### src/design/gic_pkg.sv
package gic_pkg;

    // Field widths of the poll and result items.
    localparam int PLAYER_W = 2;
    localparam int BUTTON_W = 16;
    localparam int STICK_W  = 8;
    localparam int MAPPED_W = 6;
    localparam int WORD_W   = 20;
    localparam int TIMER_W  = 4;

    // Configuration register widths and the port's data and index widths.
    localparam int LIMIT_W   = 6;
    localparam int THRESH_W  = 5;
    localparam int DELAY_W   = 4;
    localparam int CFG_IDX_W = 2;
    localparam int CFG_DAT_W = 6;

    // Configuration register indexes.
    localparam logic [CFG_IDX_W-1:0] REG_STICK_LIMIT   = 2'd0;
    localparam logic [CFG_IDX_W-1:0] REG_PRESS_THRESH  = 2'd1;
    localparam logic [CFG_IDX_W-1:0] REG_RELEASE_THRESH = 2'd2;
    localparam logic [CFG_IDX_W-1:0] REG_REPEAT_DELAY  = 2'd3;

    // Reset values of the configuration registers.
    localparam logic [LIMIT_W-1:0]  STICK_LIMIT_RST   = 6'd45;
    localparam logic [THRESH_W-1:0] PRESS_THRESH_RST  = 5'd27;
    localparam logic [THRESH_W-1:0] RELEASE_THRESH_RST = 5'd8;
    localparam logic [DELAY_W-1:0]  REPEAT_DELAY_RST  = 4'd9;

    // Default number of players with stored state.
    localparam int PLAYERS_DEF = 4;

    // Bit positions of the stick directions in the held word.
    localparam int BIT_RIGHT = 16;
    localparam int BIT_LEFT  = 17;
    localparam int BIT_UP    = 18;
    localparam int BIT_DOWN  = 19;

    // Response curve, indexed by clamped stick magnitude.
    localparam int CURVE_LEN = 56;
    localparam logic [LIMIT_W-1:0] CURVE_MAX_IDX = 6'(CURVE_LEN - 1);
    localparam logic [4:0] CURVE [0:CURVE_LEN-1] = '{
        5'd0,  5'd0,  5'd0,  5'd0,  5'd0,  5'd0,  5'd0,  5'd0,
        5'd1,  5'd1,  5'd1,  5'd2,  5'd2,  5'd2,  5'd3,  5'd3,
        5'd3,  5'd4,  5'd5,  5'd6,  5'd7,  5'd8,  5'd9,  5'd10,
        5'd11, 5'd12, 5'd13, 5'd14, 5'd15, 5'd16, 5'd17, 5'd18,
        5'd19, 5'd20, 5'd21, 5'd22, 5'd23, 5'd24, 5'd25, 5'd26,
        5'd27, 5'd28, 5'd29, 5'd30, 5'd31, 5'd31, 5'd31, 5'd31,
        5'd31, 5'd31, 5'd0,  5'd0,  5'd1,  5'd0,  5'd0,  5'd0
    };

    // Clamp one raw axis to +/- lim and map it through the curve, keeping the sign.
    function automatic logic signed [MAPPED_W-1:0] map_axis(
        input logic signed [STICK_W-1:0] raw,
        input logic [LIMIT_W-1:0]        lim
    );
        logic [STICK_W-1:0]  mag;
        logic [LIMIT_W-1:0]  cmag;
        logic [MAPPED_W-1:0] val;
        mag  = raw[STICK_W-1] ? STICK_W'(-raw) : STICK_W'(raw);
        cmag = (mag > STICK_W'(lim)) ? lim : mag[LIMIT_W-1:0];
        val  = {1'b0, CURVE[cmag]};
        return raw[STICK_W-1] ? -val : val;
    endfunction

endpackage

### src/design/gamepad_input_conditioner_top.sv
// Channel   Direction  Handshake              Payload
// poll      in         in_valid / in_stall    player, buttons, stick_x, stick_y
// result    out        out_valid / out_stall  player_out, mapped_x, mapped_y,
//                                             held, pressed, repeat_res
// config    in         cfg_we                 cfg_index, cfg_data
//
// One result per poll, offered on out_valid from the result register.
// Unless the result stalls, a new poll is taken every cycle; the rate is set by
// the single compute stage between the input and result registers, where the
// per-player held word and repeat timer are read and written back in the same cycle.
// Reset clears the pipeline valids and all per-player state; config registers reset.
// A stalled result holds the pipeline; one more poll waits in the input register.
module gamepad_input_conditioner_top #(
    parameter int PLAYERS = gic_pkg::PLAYERS_DEF
) (
    input  logic                                 clk,
    input  logic                                 rst_n,
    input  logic                                 cfg_we,
    input  logic [gic_pkg::CFG_IDX_W-1:0]        cfg_index,
    input  logic [gic_pkg::CFG_DAT_W-1:0]        cfg_data,
    input  logic                                 in_valid,
    output logic                                 in_stall,
    input  logic [gic_pkg::PLAYER_W-1:0]         player,
    input  logic [gic_pkg::BUTTON_W-1:0]         buttons,
    input  logic signed [gic_pkg::STICK_W-1:0]   stick_x,
    input  logic signed [gic_pkg::STICK_W-1:0]   stick_y,
    output logic                                 out_valid,
    input  logic                                 out_stall,
    output logic [gic_pkg::PLAYER_W-1:0]         player_out,
    output logic signed [gic_pkg::MAPPED_W-1:0]  mapped_x,
    output logic signed [gic_pkg::MAPPED_W-1:0]  mapped_y,
    output logic [gic_pkg::WORD_W-1:0]           held,
    output logic [gic_pkg::WORD_W-1:0]           pressed,
    output logic [gic_pkg::WORD_W-1:0]           repeat_res
);
    import gic_pkg::*;

    localparam int IDX_W = (PLAYERS > 1) ? $clog2(PLAYERS) : 1;

    // Configuration registers.
    logic [LIMIT_W-1:0]  stick_limit_reg;
    logic [THRESH_W-1:0] press_thresh_reg;
    logic [THRESH_W-1:0] release_thresh_reg;
    logic [DELAY_W-1:0]  repeat_delay_reg;

    // Input register.
    logic                       in_vld_reg;
    logic [PLAYER_W-1:0]        in_player_reg;
    logic [BUTTON_W-1:0]        in_buttons_reg;
    logic signed [STICK_W-1:0]  in_x_reg;
    logic signed [STICK_W-1:0]  in_y_reg;

    // Per-player state.
    logic [WORD_W-1:0]  held_bits_reg [PLAYERS];
    logic [TIMER_W-1:0] timer_reg [PLAYERS];

    // Result register.
    logic                       out_vld_reg;
    logic [PLAYER_W-1:0]        player_out_reg;
    logic signed [MAPPED_W-1:0] mapped_x_reg;
    logic signed [MAPPED_W-1:0] mapped_y_reg;
    logic [WORD_W-1:0]          held_reg;
    logic [WORD_W-1:0]          pressed_reg;
    logic [WORD_W-1:0]          repeat_reg;

    // Compute stage signals.
    logic                       advance;
    logic                       has_state;
    logic [IDX_W-1:0]           pidx;
    logic [WORD_W-1:0]          prev;
    logic [TIMER_W-1:0]         timer;
    logic [LIMIT_W-1:0]         lim;
    logic signed [MAPPED_W-1:0] mx;
    logic signed [MAPPED_W-1:0] my;
    logic signed [MAPPED_W:0]   pt;
    logic signed [MAPPED_W:0]   rt;
    logic signed [MAPPED_W:0]   mx_w;
    logic signed [MAPPED_W:0]   my_w;
    logic [3:0]                 dir;
    logic [WORD_W-1:0]          held_next;
    logic [WORD_W-1:0]          pressed_next;
    logic [WORD_W-1:0]          repeat_next;
    logic [TIMER_W-1:0]         timer_next;

    // The pipeline moves whenever the result register is free or being taken.
    assign advance  = !out_vld_reg || !out_stall;
    assign in_stall = in_vld_reg && !advance;

    // Configuration writes.
    always_ff @(posedge clk or negedge rst_n)
    begin
        if (!rst_n)
        begin
            stick_limit_reg    <= STICK_LIMIT_RST;
            press_thresh_reg   <= PRESS_THRESH_RST;
            release_thresh_reg <= RELEASE_THRESH_RST;
            repeat_delay_reg   <= REPEAT_DELAY_RST;
        end
        else if (cfg_we)
        begin
            unique case (cfg_index)
                REG_STICK_LIMIT:    stick_limit_reg    <= cfg_data[LIMIT_W-1:0];
                REG_PRESS_THRESH:   press_thresh_reg   <= cfg_data[THRESH_W-1:0];
                REG_RELEASE_THRESH: release_thresh_reg <= cfg_data[THRESH_W-1:0];
                REG_REPEAT_DELAY:   repeat_delay_reg   <= cfg_data[DELAY_W-1:0];
                default:            ;
            endcase
        end
    end

    // Input register valid.
    always_ff @(posedge clk or negedge rst_n)
    begin
        if (!rst_n)
        begin
            in_vld_reg <= 1'b0;
        end
        else if (!in_stall)
        begin
            in_vld_reg <= in_valid;
        end
    end

    // Input register payload, loaded on each accepted transaction.
    always_ff @(posedge clk)
    begin
        if (in_valid && !in_stall)
        begin
            in_player_reg  <= player;
            in_buttons_reg <= buttons;
            in_x_reg       <= stick_x;
            in_y_reg       <= stick_y;
        end
    end

    // Read the player's previous state; players without state start from zero.
    always_comb
    begin
        has_state = 32'(in_player_reg) < PLAYERS;
        pidx      = IDX_W'(in_player_reg);
        prev      = has_state ? held_bits_reg[pidx] : '0;
        timer     = has_state ? timer_reg[pidx] : '0;
    end

    // Clamp and curve-map both axes.
    always_comb
    begin
        lim = (stick_limit_reg > CURVE_MAX_IDX) ? CURVE_MAX_IDX : stick_limit_reg;
        mx  = map_axis(in_x_reg, lim);
        my  = map_axis(in_y_reg, lim);
    end

    // Direction hysteresis: set test first, then the clear test wins.
    always_comb
    begin
        pt   = signed'({2'b00, press_thresh_reg});
        rt   = signed'({2'b00, release_thresh_reg});
        mx_w = {mx[MAPPED_W-1], mx};
        my_w = {my[MAPPED_W-1], my};
        dir  = prev[BIT_DOWN:BIT_RIGHT];
        if (mx_w >= pt)  dir[BIT_RIGHT-BIT_RIGHT] = 1'b1;
        if (mx_w <= -pt) dir[BIT_LEFT-BIT_RIGHT]  = 1'b1;
        if (my_w >= pt)  dir[BIT_UP-BIT_RIGHT]    = 1'b1;
        if (my_w <= -pt) dir[BIT_DOWN-BIT_RIGHT]  = 1'b1;
        if (mx_w < rt)   dir[BIT_RIGHT-BIT_RIGHT] = 1'b0;
        if (mx_w > -rt)  dir[BIT_LEFT-BIT_RIGHT]  = 1'b0;
        if (my_w < rt)   dir[BIT_UP-BIT_RIGHT]    = 1'b0;
        if (my_w > -rt)  dir[BIT_DOWN-BIT_RIGHT]  = 1'b0;
    end

    // Held, pressed and auto-repeat words with the repeat timer.
    always_comb
    begin
        held_next    = {dir, in_buttons_reg};
        pressed_next = ~prev & held_next;
        timer_next   = timer;
        priority if (held_next == '0)
        begin
            timer_next  = '0;
            repeat_next = '0;
        end
        else if (timer >= repeat_delay_reg)
        begin
            repeat_next = held_next;
        end
        else
        begin
            timer_next  = timer + TIMER_W'(1);
            repeat_next = pressed_next;
        end
    end

    // Per-player state write-back as the item moves into the result register.
    always_ff @(posedge clk or negedge rst_n)
    begin
        if (!rst_n)
        begin
            for (int i = 0; i < PLAYERS; i++)
            begin
                held_bits_reg[i] <= '0;
                timer_reg[i]     <= '0;
            end
        end
        else if (in_vld_reg && advance && has_state)
        begin
            held_bits_reg[pidx] <= held_next;
            timer_reg[pidx]     <= timer_next;
        end
    end

    // Result register valid.
    always_ff @(posedge clk or negedge rst_n)
    begin
        if (!rst_n)
        begin
            out_vld_reg <= 1'b0;
        end
        else if (advance)
        begin
            out_vld_reg <= in_vld_reg;
        end
    end

    // Result register payload.
    always_ff @(posedge clk)
    begin
        if (in_vld_reg && advance)
        begin
            player_out_reg <= in_player_reg;
            mapped_x_reg   <= mx;
            mapped_y_reg   <= my;
            held_reg       <= held_next;
            pressed_reg    <= pressed_next;
            repeat_reg     <= repeat_next;
        end
    end

    assign out_valid  = out_vld_reg;
    assign player_out = player_out_reg;
    assign mapped_x   = mapped_x_reg;
    assign mapped_y   = mapped_y_reg;
    assign held       = held_reg;
    assign pressed    = pressed_reg;
    assign repeat_res = repeat_reg;

endmodule

### config.mk
export PLATFORM = sky130hd
export DESIGN_NAME = gamepad_input_conditioner_top
export DESIGN_NICKNAME = d
export VERILOG_FILES = /design/src/design/gic_pkg.sv /design/src/design/gamepad_input_conditioner_top.sv
export SDC_FILE = /design/constraint.sdc
export NUM_CORES = 1
export LEC_CHECK = 0
export BUFFER_PORTS_ARGS = -buffer_cell sky130_fd_sc_hd__buf_2
export CAP_MARGIN = 25
export CELL_PAD_IN_SITES_DETAIL_PLACEMENT = 1
export CELL_PAD_IN_SITES_GLOBAL_PLACEMENT = 1
export CORE_MARGIN = 2
export CORE_UTILIZATION = 52
export CTS_CLUSTER_DIAMETER = 150
export DETAILED_ROUTE_END_ITERATION = 7
export PLACE_DENSITY = 0.95
export SLEW_MARGIN = 10
export SYNTH_ARGS = -nofsm -noshare
export SYNTH_HDL_FRONTEND = slang
export SYNTH_SLANG_ARGS = --single-unit
### constraint.sdc
create_clock -name clk -period 17 [get_ports clk]
set_input_delay 5.1 -clock clk [delete_from_list [all_inputs] [get_ports clk]]
set_output_delay 5.1 -clock clk [all_outputs]
set_load 0.02 [all_outputs]
==> flow_summary.ini, run 1 <==
[run_status]
outcome = complete, no violations

[logic_synthesis]
synth-edff-count = 108
yosysWarnings = 0
ys_types = 73
syn_nets = 1129
synthArstFlopShare_pct = 52.2
syn_area_um2 = 11900
avgSynthCellArea_um2 = 11.8
ys.flop_type = edfxtp_1
synth_seq_cells = 226
ys_seq_area_share_pct = 52.2
syn_inst = 1013

[critical_path]
worst-endpoint-required_ns = 11.90
crit_start = out_stall
arrival_ns = 5.52
start_kind = input pin
critPathBufInv = 3
crit_path_max_fanout = 3
reg2reg_from = in_x_reg[0]
cp_slowest_cell = buf_2
endpoint_kind = output pin
critical-path-max-stage-delay_ns = 0.16
crit_family = buffers and inverters
path_cells = buf_2, nand3_1, inv_1, buf_2
worst-r2r-cell-count = 30
critical_path_cell_count = 4
critical_path_class = in2out
path_common_cell = buf_2

[clock_tree]
cts_hold_buf = 0
cts_tree = done
cts.sinks = 226
root_buffer = clkbuf_16
clk_pin_slew_ns = 0.07
post_cts_resized = 0
cts_setup_buffers = 0
clk_latency_ns = 0.54
htreeDepth = 1
clockBufferDepth = 3
cts-buffers-inserted = 25

[layout]
final_nets = 1254
final_common_cell = nand2_1
final_area_um2 = 13600
area_delta_synth_final_pct = 14.6
antenna_cells = 0
largest_reg_flops = 80
fillers = 2321
final_cell_mix = nand2_1 (159), buf_2 (121), edfxtp_1 (108), dfrtp_1 (107), ha_1 (69)
drive_above_1_share_pct = 25.3

[route]
wl_per_cell_um = 27.0
drc = 0
ant_nets = 0
num_vias = 9280
first_iter_violations = 727
drt_wl_total_um = 38900
drt_pass1_iterations = 5
routed_via_density = 6.44

[power_and_ir_drop]
swShare_pct = 39.6
clkPwrFrac_pct = 23.5
power_density_nw_per_um2 = 164
pwr-share-comb_pct = 40.3
p_int_w = 0.00135
power_frac_seq_pct = 36.2
p_switching_w = 0.000884
leakagePower_nw = 5.93
vdd_drop_max_mv = 0.0780

[timing]
setup_tns_ns = 0
finalSetupViolations = 0
clock_skew_ns = 0.0102
fmax_ghz = 0.0942
slew-limit-headroom_pct = 34.1
finalHoldViolCount = 0
slew_violations = 0
setup_ws_ns = 6.38
worstMarginPinSlew_ns = 0.988
fin_crit_sh_pct = 62.5
hold_ws_ns = 0.475
fin_crit_ns = 10.62
rsz0062_at_grt = false

[floorplan]
dieArea_um2 = 24100
initial_core_util_pct = 52.7
die_w_um = 155
core.rowCount = 55
die_height_um = 155
core_area_um2 = 22600
ioPinCount = 123

[place]
place.gp.congestion = 0.933
port_buffers = 122
pre_cts_ws_ns = 6.38
dp_hpwl_um = 24800
post_dp_cell_area_um2 = 12800

[global_routing]
antenna_found_initial = 0
grt_max_degree = 76
grt_pass1_vias = 10300
grtUsageTotal_pct = 32.0
grt_overflow = 0
grt_pass1_wl_um = 59400

[worst_hold_path]
hold_path.class = reg2reg
hold_path_depth = 2
hp-start = held_bits_reg[75]

[flow_run]
cap_viol_max_count = 0
-- worst min-delay path, stage by stage, from the launching register on --
cell and delay, ns:
dfrtp_1 0.34, nand2_1 0.05, nand2_1 0.05
-- layout make-up --
type | instances | area [µm²] | area share, %
Tap cell | 285 | 357 | 2.61
Inverter | 39 | 148 | 1.08
Multi-Input combinational cell | 711 | 5400 | 39.6
Clock buffer | 29 | 651 | 4.77
Sequential cell | 226 | 6210 | 45.5
Timing Repair Buffer | 135 | 748 | 5.49
Clock inverter | 16 | 130 | 0.954
-- power by group through the flow --
stage | sequential, W | combinational (W) | clock (W)
final | 0.000808 | 0.000899 | 0.000526
after global routing | 0.000815 | 0.000958 | 0.000548
after CTS | 0.000802 | 0.000875 | 0.000527
after detailed placement | 0.000805 | 0.000813 | 0
after global placement | 0.000786 | 0.000738 | 0
after floorplan | 0.000811 | 0.000526 | 0
-- worst paths after layout --
kind	endpoint	slack, ns
worst min-delay path	held_bits_reg[75]	0.47
worst max register to register	timer_reg[13]	8.03
worst min register to register	held_bits_reg[75]	0.47
max in group asynchronous	stick_limit_reg[5]	11.26
worst max-delay path	in_stall	6.38
min in group asynchronous	held_bits_reg[52]	4.57
-- kinds of logic (layout without fill, tap and decap cells) --
| family | after synthesis | in the layout | share of synthesized area, % |
|---|---|---|---|
| AND/OR/NAND/NOR | 320 | 320 | 12.9 |
| flip-flops | 226 | 226 | 52.2 |
| AO/OA/AOI/OAI | 187 | 187 | 10.6 |
| multiplexers | 103 | 103 | 11.9 |
| buffers and inverters | 76 | 219 | 2.58 |
| adder cells (fa/ha/maj) | 70 | 70 | 7.35 |
| XOR/XNOR | 31 | 31 | 2.52 |
-- Yosys cell counts (4+ instances only) --
master    instances  area share [%]
xnor2_1          20             1.5
nor2b_1          28             1.5
a21oi_1          32             1.3
nand3_1          13            0.55
o21a_1           12            0.76
nor3_1           14            0.59
clkbuf_1         29            0.91
a21boi_0         18             1.1
nand4_1           9            0.47
o22a_1            4            0.29
mux4_2           24             4.5
xor2_1            9            0.66
nand2b_1         22             1.2
and3_1            5            0.26
nor2_1           31            0.98
or2_2             6            0.32
or3_1             4            0.21
dfstp_2          11             2.4
mux2_2           61             5.8
a21o_1            8            0.50
nand2_1         159             5.0
edfxtp_1        108              27
inv_1            35             1.1
mux2i_1          17             1.4
a31oi_1           4            0.21
o21ai_0          47             2.0
a211oi_1          6            0.38
dfrtp_1         107              22
nor4_1            7            0.37
ha_1             69             7.3
clkinv_1          4            0.13
o21ai_1          10            0.42
buf_2             5            0.21
o31ai_1           9            0.57
-- metrics by stage --
step                instances  power (W)  util [%]
floorplan                1013    0.00134         -
global placement         1393    0.00152      56.7
detailed placement       1393    0.00162      56.7
CTS                      1438    0.00220      60.2
global route             1441    0.00232      60.4
finish                   1441    0.00223      60.4
-- metal layers --
| metal | share of wire, % | wire length, µm | up-vias | track usage (%) |
|---|---|---|---|---|
| li1 | - | - | 3955 | - |
| met4 | 5.5 | 2150 | 0 | 16.0 |
| met5 | 0 | 0 | - | 0 |
| met2 | 51 | 19900 | 475 | 57.1 |
| met1 | 37 | 14400 | 4669 | 37.6 |
| met3 | 6.3 | 2450 | 181 | 5.01 |
Power figures use the tool's default switching activity.
==> run 2: changes to the inputs <==
Settings changed: ABC_AREA from default to 1, CORE_UTILIZATION 52 to 46, PLACE_DENSITY 0.95 to 0.91.
Clock period 17 ns to 10.77 ns, I/O delays scaled along.
==> run 2 against run 1 <==
Compared with the run above:
- design area fell by 2.8%
- global-route usage is 6.1 points lower
- non-clock buffer count is 4 lower
- via count increased by 1.1%
- flip-flop and latch count unchanged
- setup slack lost 2.5 ns
- hold slack gained 0.012 ns
- first-iteration DRC count fell by 8.5%
- sequential share of layout area increased by 1.3 points
==> flow_summary.ini, run 2 <==
[logic_synthesis]
synthArstFlopShare_pct = 52.2
syn_nets = 1324
synth_area_leader_cell = edfxtp_1
yosysWarnings = 0
netlist_top_cells_area = edfxtp_1 (28%), dfrtp_1 (23%), nand2_1 (8.0%), ha_1 (7.5%), inv_1 (5.2%)
synthDominantCellAreaShare_pct = 28.2
synth-edff-count = 108
syn_area_um2 = 11500
syn_inst = 1208
ys_types = 49
synthMostInstantiatedCell = nand2_1
ys_seq_area_share_pct = 54.1
avgSynthCellArea_um2 = 9.51
ys.flop_type = edfxtp_1
synth_seq_cells = 226
synth_common_cells = nand2_1 (246), inv_1 (160), o21ai_0 (119)

[timing]
clock_skew_ns = 0.0153
fmax_ghz = 0.145
fin_crit_ns = 6.92
worstMarginPinSlew_ns = 1.07
slew_violations = 0
fin_crit_sh_pct = 64.2
slew-limit-headroom_pct = 28.7
finalSetupViolations = 0
setup_tns_ns = 0
rsz0062_at_grt = false
finalHoldViolCount = 0
setup_ws_ns = 3.85

[critical_path]
arrival_ns = 3.69
worst-endpoint-required_ns = 7.54
reg2reg_from = in_y_reg[7]
crit_family = buffers and inverters
worst-r2r-cell-count = 34
endpoint_kind = output pin
cp_slowest_cell = buf_2
critical_path_class = in2out
path_common_cell = buf_2
path_cells = buf_2, nand2_1, nor2_1, buf_2
start_kind = input pin
critical-path-max-stage-delay_ns = 0.18
crit_path_max_fanout = 3
critical_path_cell_count = 4
critPathBufInv = 2
crit_start = out_stall

[layout]
drive_above_1_share_pct = 18.1
fillers = 2817
area_delta_synth_final_pct = 15.4
final_common_cell = nand2_1
final_nets = 1452
antenna_cells = 0
final_cell_mix = nand2_1 (246), inv_1 (160), buf_2 (121), o21ai_0 (119), edfxtp_1 (108)
largest_reg_flops = 80

[route]
drc = 0
first_iter_violations = 665
num_vias = 9382
drt_pass1_iterations = 5
routed_via_density = 5.59
drt_wl_total_um = 33500
ant_nets = 0
wl_per_cell_um = 19.9

[global_routing]
grt_overflow = 0
grtUsageTotal_pct = 25.9
grt_max_degree = 65
grt_pass1_wl_um = 54200
antenna_found_initial = 1
grt_pass1_vias = 10300

[clock_tree]
cts_setup_buffers = 0
clk_latency_ns = 0.53
cts-buffers-inserted = 25
root_buffer = clkbuf_16
cts_hold_buf = 0
clk_pin_slew_ns = 0.06
htreeDepth = 1
cts.sinks = 226
clockBufferDepth = 3
post_cts_resized = 0
cts_tree = done

[floorplan]
core_area_um2 = 24400
die_height_um = 162
ioPinCount = 123
die_w_um = 162
dieArea_um2 = 26200
initial_core_util_pct = 47.1
core.rowCount = 57

[worst_hold_path]
hold_path.class = reg2reg
hp-start = held_bits_reg[45]
hold_path_depth = 2

[power_and_ir_drop]
power_density_nw_per_um2 = 257
vdd_drop_max_mv = 0.139
leakagePower_nw = 6.26

[place]
dp_hpwl_um = 22000
pre_cts_ws_ns = 3.85
port_buffers = 122
place.gp.congestion = 0.822

[run_status]
outcome = complete, no violations

[flow_run]
cap_viol_max_count = 0
==> run 2: cell count changes after synthesis, moves of 22 or more <==
cell and change:
a22oi_1 +22, nand2_1 +87, o21ai_0 +72, nand2b_1 -22, inv_1 +125, mux4_2 -24, mux2_2 -61, nand2_2 +25
nor2_1 +42, nand3_1 +58, nor2b_1 -28
==> run 2: cell families (layout without fill, tap and decap cells) <==
| group | count (synthesis) | in the layout | synth area share, % |
|---|---|---|---|
| compound gates | 237 | 237 | 12.2 |
| xor+xnor | 19 | 19 | 1.45 |
| fa+ha+maj | 69 | 69 | 7.52 |
| buf+inv | 197 | 344 | 6.57 |
| flops | 226 | 226 | 54.1 |
| simple gates | 460 | 460 | 18.2 |
==> run 2: per-stage QoR <==
stage | hold WS, ns | instances | utilization, % | cell area, µm² | power, W
2_1_floorplan | 0.434 | 1208 | - | 11500 | 0.00214
3_3_place_gp | 0.464 | 1632 | 51.1 | 12500 | 0.00243
3_5_place_dp | 0.474 | 1632 | 51.1 | 12500 | 0.00255
4_1_cts | 0.489 | 1678 | 54.3 | 13200 | 0.00342
5_1_grt | 0.510 | 1679 | 54.3 | 13300 | 0.00362
6_report | 0.487 | 1679 | 54.3 | 13300 | 0.00341
==> run 2: final cells by class <==
class / instances / area, µm² / share of cell area [%]
Multi-Input combinational cell: 785 / 4550 / 34.3
Tap cell: 324 / 405 / 3.06
Inverter: 167 / 629 / 4.75
Timing Repair Buffer: 131 / 688 / 5.19
Clock buffer: 38 / 726 / 5.47
Clock inverter: 8 / 51.3 / 0.387
Sequential cell: 226 / 6210 / 46.8
==> run 2: power by group <==
group / switching (W) / internal, W
Combinational: 0.000895 / 0.000436
Clock: 0.000353 / 0.000468
Sequential: 0.000111 / 0.00115
Total: 0.00136 / 0.00205
==> run 2: worst min-delay path: stages (launching register included) <==
cell     delay (ns)
dfrtp_1        0.34
nand2_1        0.05
o21ai_0        0.06
==> run 2: routing by layer <==
layer | vias up | global-route usage (%) | routed length (µm)
met5 | - | 0 | 0
met4 | 0 | 9.45 | 1070
met3 | 88 | 3.63 | 1720
met2 | 307 | 45.4 | 16800
met1 | 4652 | 32.7 | 13900
li1 | 4335 | - | -
==> run 2: final timing paths <==
path | slack (ns) | endpoint
worst max-delay path | 3.85 | in_stall
worst min-delay path | 0.49 | held_bits_reg[45]
min in group asynchronous | 2.81 | held_bits_reg[19]
worst max register to register | 4.17 | timer_reg[8]
max in group asynchronous | 6.69 | held_bits_reg[42]
worst min register to register | 0.49 | held_bits_reg[45]
==> run 3: changes to the inputs <==
Clock period 10.77 ns to 6.9 ns, I/O delays scaled along.
==> run 3 against run 2 <==
Compared with the run above:
- non-clock buffer count increased by 5
- sequential share of layout area fell by 0.41 points
- clock-buffer cell count decreased by 1
- critical endpoint is now timer_reg[10]
- critical path type is now reg2reg
- setup slack worse by 3.1 ns
- clock skew is 0.019 ns higher
- critical path depth rose by 32
- flip-flop and latch count stayed put
==> flow_summary.ini, run 3 (synthesis results as in run 2) <==
[critical_path]
reg2reg_from = in_x_reg[0]
cp_slowest_cell = edfxtp_1
r2r_slack_ns = 0.71
critPathBufInv = 5
critical_path_class = reg2reg
worst-r2r-cell-count = 36
endpoint_kind = flop
critical-path-max-stage-delay_ns = 0.44
worst-endpoint-required_ns = 7.34
crit_family = simple AND/OR/NAND/NOR gates
reg2reg_to = timer_reg[10]
crit_path_max_fanout = 16
start_kind = flop
arrival_ns = 6.63
path_common_cell = nand2_1

[floorplan]
ioPinCount = 123
dieArea_um2 = 26200
core.rowCount = 57
die_height_um = 162
core_area_um2 = 24400
initial_core_util_pct = 47.1
die_w_um = 162

[timing]
fin_crit_ns = 6.19
worstMarginPinSlew_ns = 0.973
fin_crit_sh_pct = 89.7
setup_tns_ns = 0
slew-limit-headroom_pct = 34.7
setup_ws_ns = 0.712
finalHoldViolCount = 0
rsz0062_at_grt = false
slew_violations = 0
finalSetupViolations = 0
clock_skew_ns = 0.0341
fmax_ghz = 0.162

[global_routing]
use_met3_pct = 3.04
antenna_found_initial = 0
busiest_layer = met2
grt_pass1_vias = 10200
grt_overflow = 0
grtUsageTotal_pct = 26.2
grt_pass1_wl_um = 54500
use_met1_pct = 33.2
grt_max_degree = 76
met2_usage_pct = 46.1

[worst_hold_path]
hold_path_depth = 2
whs_endpoint = held_bits_reg[16]
hp-start = held_bits_reg[16]
hold_path.class = reg2reg

[place]
dp_hpwl_um = 22200
post_dp_cell_area_um2 = 12500
place.gp.congestion = 0.841
pre_cts_ws_ns = 0.645
port_buffers = 122
place_inst = 1634

[route]
first_iter_violations = 631
routed_via_density = 5.63
drt_pass1_iterations = 5
drt_wl_total_um = 34200
num_vias = 9484
wl_per_cell_um = 20.3
drc = 0
ant_nets = 0

[clock_tree]
cts-buffers-inserted = 25
cts_hold_buf = 0
clockBufferDepth = 3
clk_latency_ns = 0.56
cts_tree = done
htreeDepth = 1
cts.sinks = 226
root_buffer = clkbuf_16
clk_pin_slew_ns = 0.07

[layout]
final_cell_mix = nand2_1 (246), inv_1 (160), buf_2 (121), o21ai_0 (119), edfxtp_1 (108)
final_nets = 1457
final_area_um2 = 13400
instances_no_fill = 1684
antenna_cells = 0
area_delta_synth_final_pct = 16.4
largest_reg_flops = 80
fillers = 2848
drive_above_1_share_pct = 18.6
final_common_cell = nand2_1

[power_and_ir_drop]
vdd_drop_max_mv = 0.198
leakagePower_nw = 6.32
power_density_nw_per_um2 = 408

[flow_run]
cap_viol_max_count = 0

[run_status]
outcome = complete, no violations
-- run 3: cell types whose count changed in the layout (fill, tap and decap cells not counted), sizes merged --
cell	delta
clkinv	+1
buf	+5
bufinv	+2
inv	-2
clkbuf	-1
-- run 3: how the worst max path moves through the flow --
stage,to,cells past startpoint,start
finish,timer_reg[10],36,in_x_reg[0]
global route,timer_reg[10],36,in_x_reg[0]
CTS,timer_reg[10],37,in_x_reg[7]
detailed placement,timer_reg[13],37,in_x_reg[7]
global placement,timer_reg[13],36,in_x_reg[7]
floorplan,held_bits_reg[18],9,out_stall
-- run 3: layout make-up --
cell class / instances / area (µm²) / area share (%)
multi-input combinational: 785 / 4550 / 34.0
sequential: 226 / 6210 / 46.4
timing repair buffer: 136 / 738 / 5.52
clock buffer: 37 / 722 / 5.40
clock inverter: 9 / 115 / 0.861
tap: 324 / 405 / 3.03
inverter: 167 / 629 / 4.71
-- run 3: worst min-delay path: cells and delay by family (launching register included) --
kind / cells / cell delay (ns)
and+or+nand+nor: 1 / 0.05
AOI/OAI and AO/OA: 1 / 0.06
DFF: 1 / 0.34
-- run 3: repair_timing --
action,4_1_cts,5_1_grt
resized for setup,0,1
buffers inserted,0,2
endpoints found under the setup margin,0,16
-- run 3: layer usage --
metal	part of all wire, %	wire, µm
met5	0	0
met4	3.9	1320
met3	4.7	1600
met2	50	17300
met1	41	14000
-- run 3: metrics by stage --
step	power [W]	util (%)	hold slack, ns
finish	0.00545	54.8	0.487
detailed placement	0.00400	51.2	0.472
global placement	0.00380	51.2	0.464
floorplan	0.00334	-	0.434
CTS	0.00543	54.6	0.488
global route	0.00579	54.8	0.511
-- run 3: where the power goes --
group / total [W] / internal [W] / switching (W) / leakage, nW
Clock: 0.00136 / 0.000805 / 0.000558 / 0.414
Sequential: 0.00196 / 0.00179 / 0.000174 / 2.51
Combinational: 0.00213 / 0.000694 / 0.00143 / 3.40
Total: 0.00545 / 0.00329 / 0.00217 / 6.32
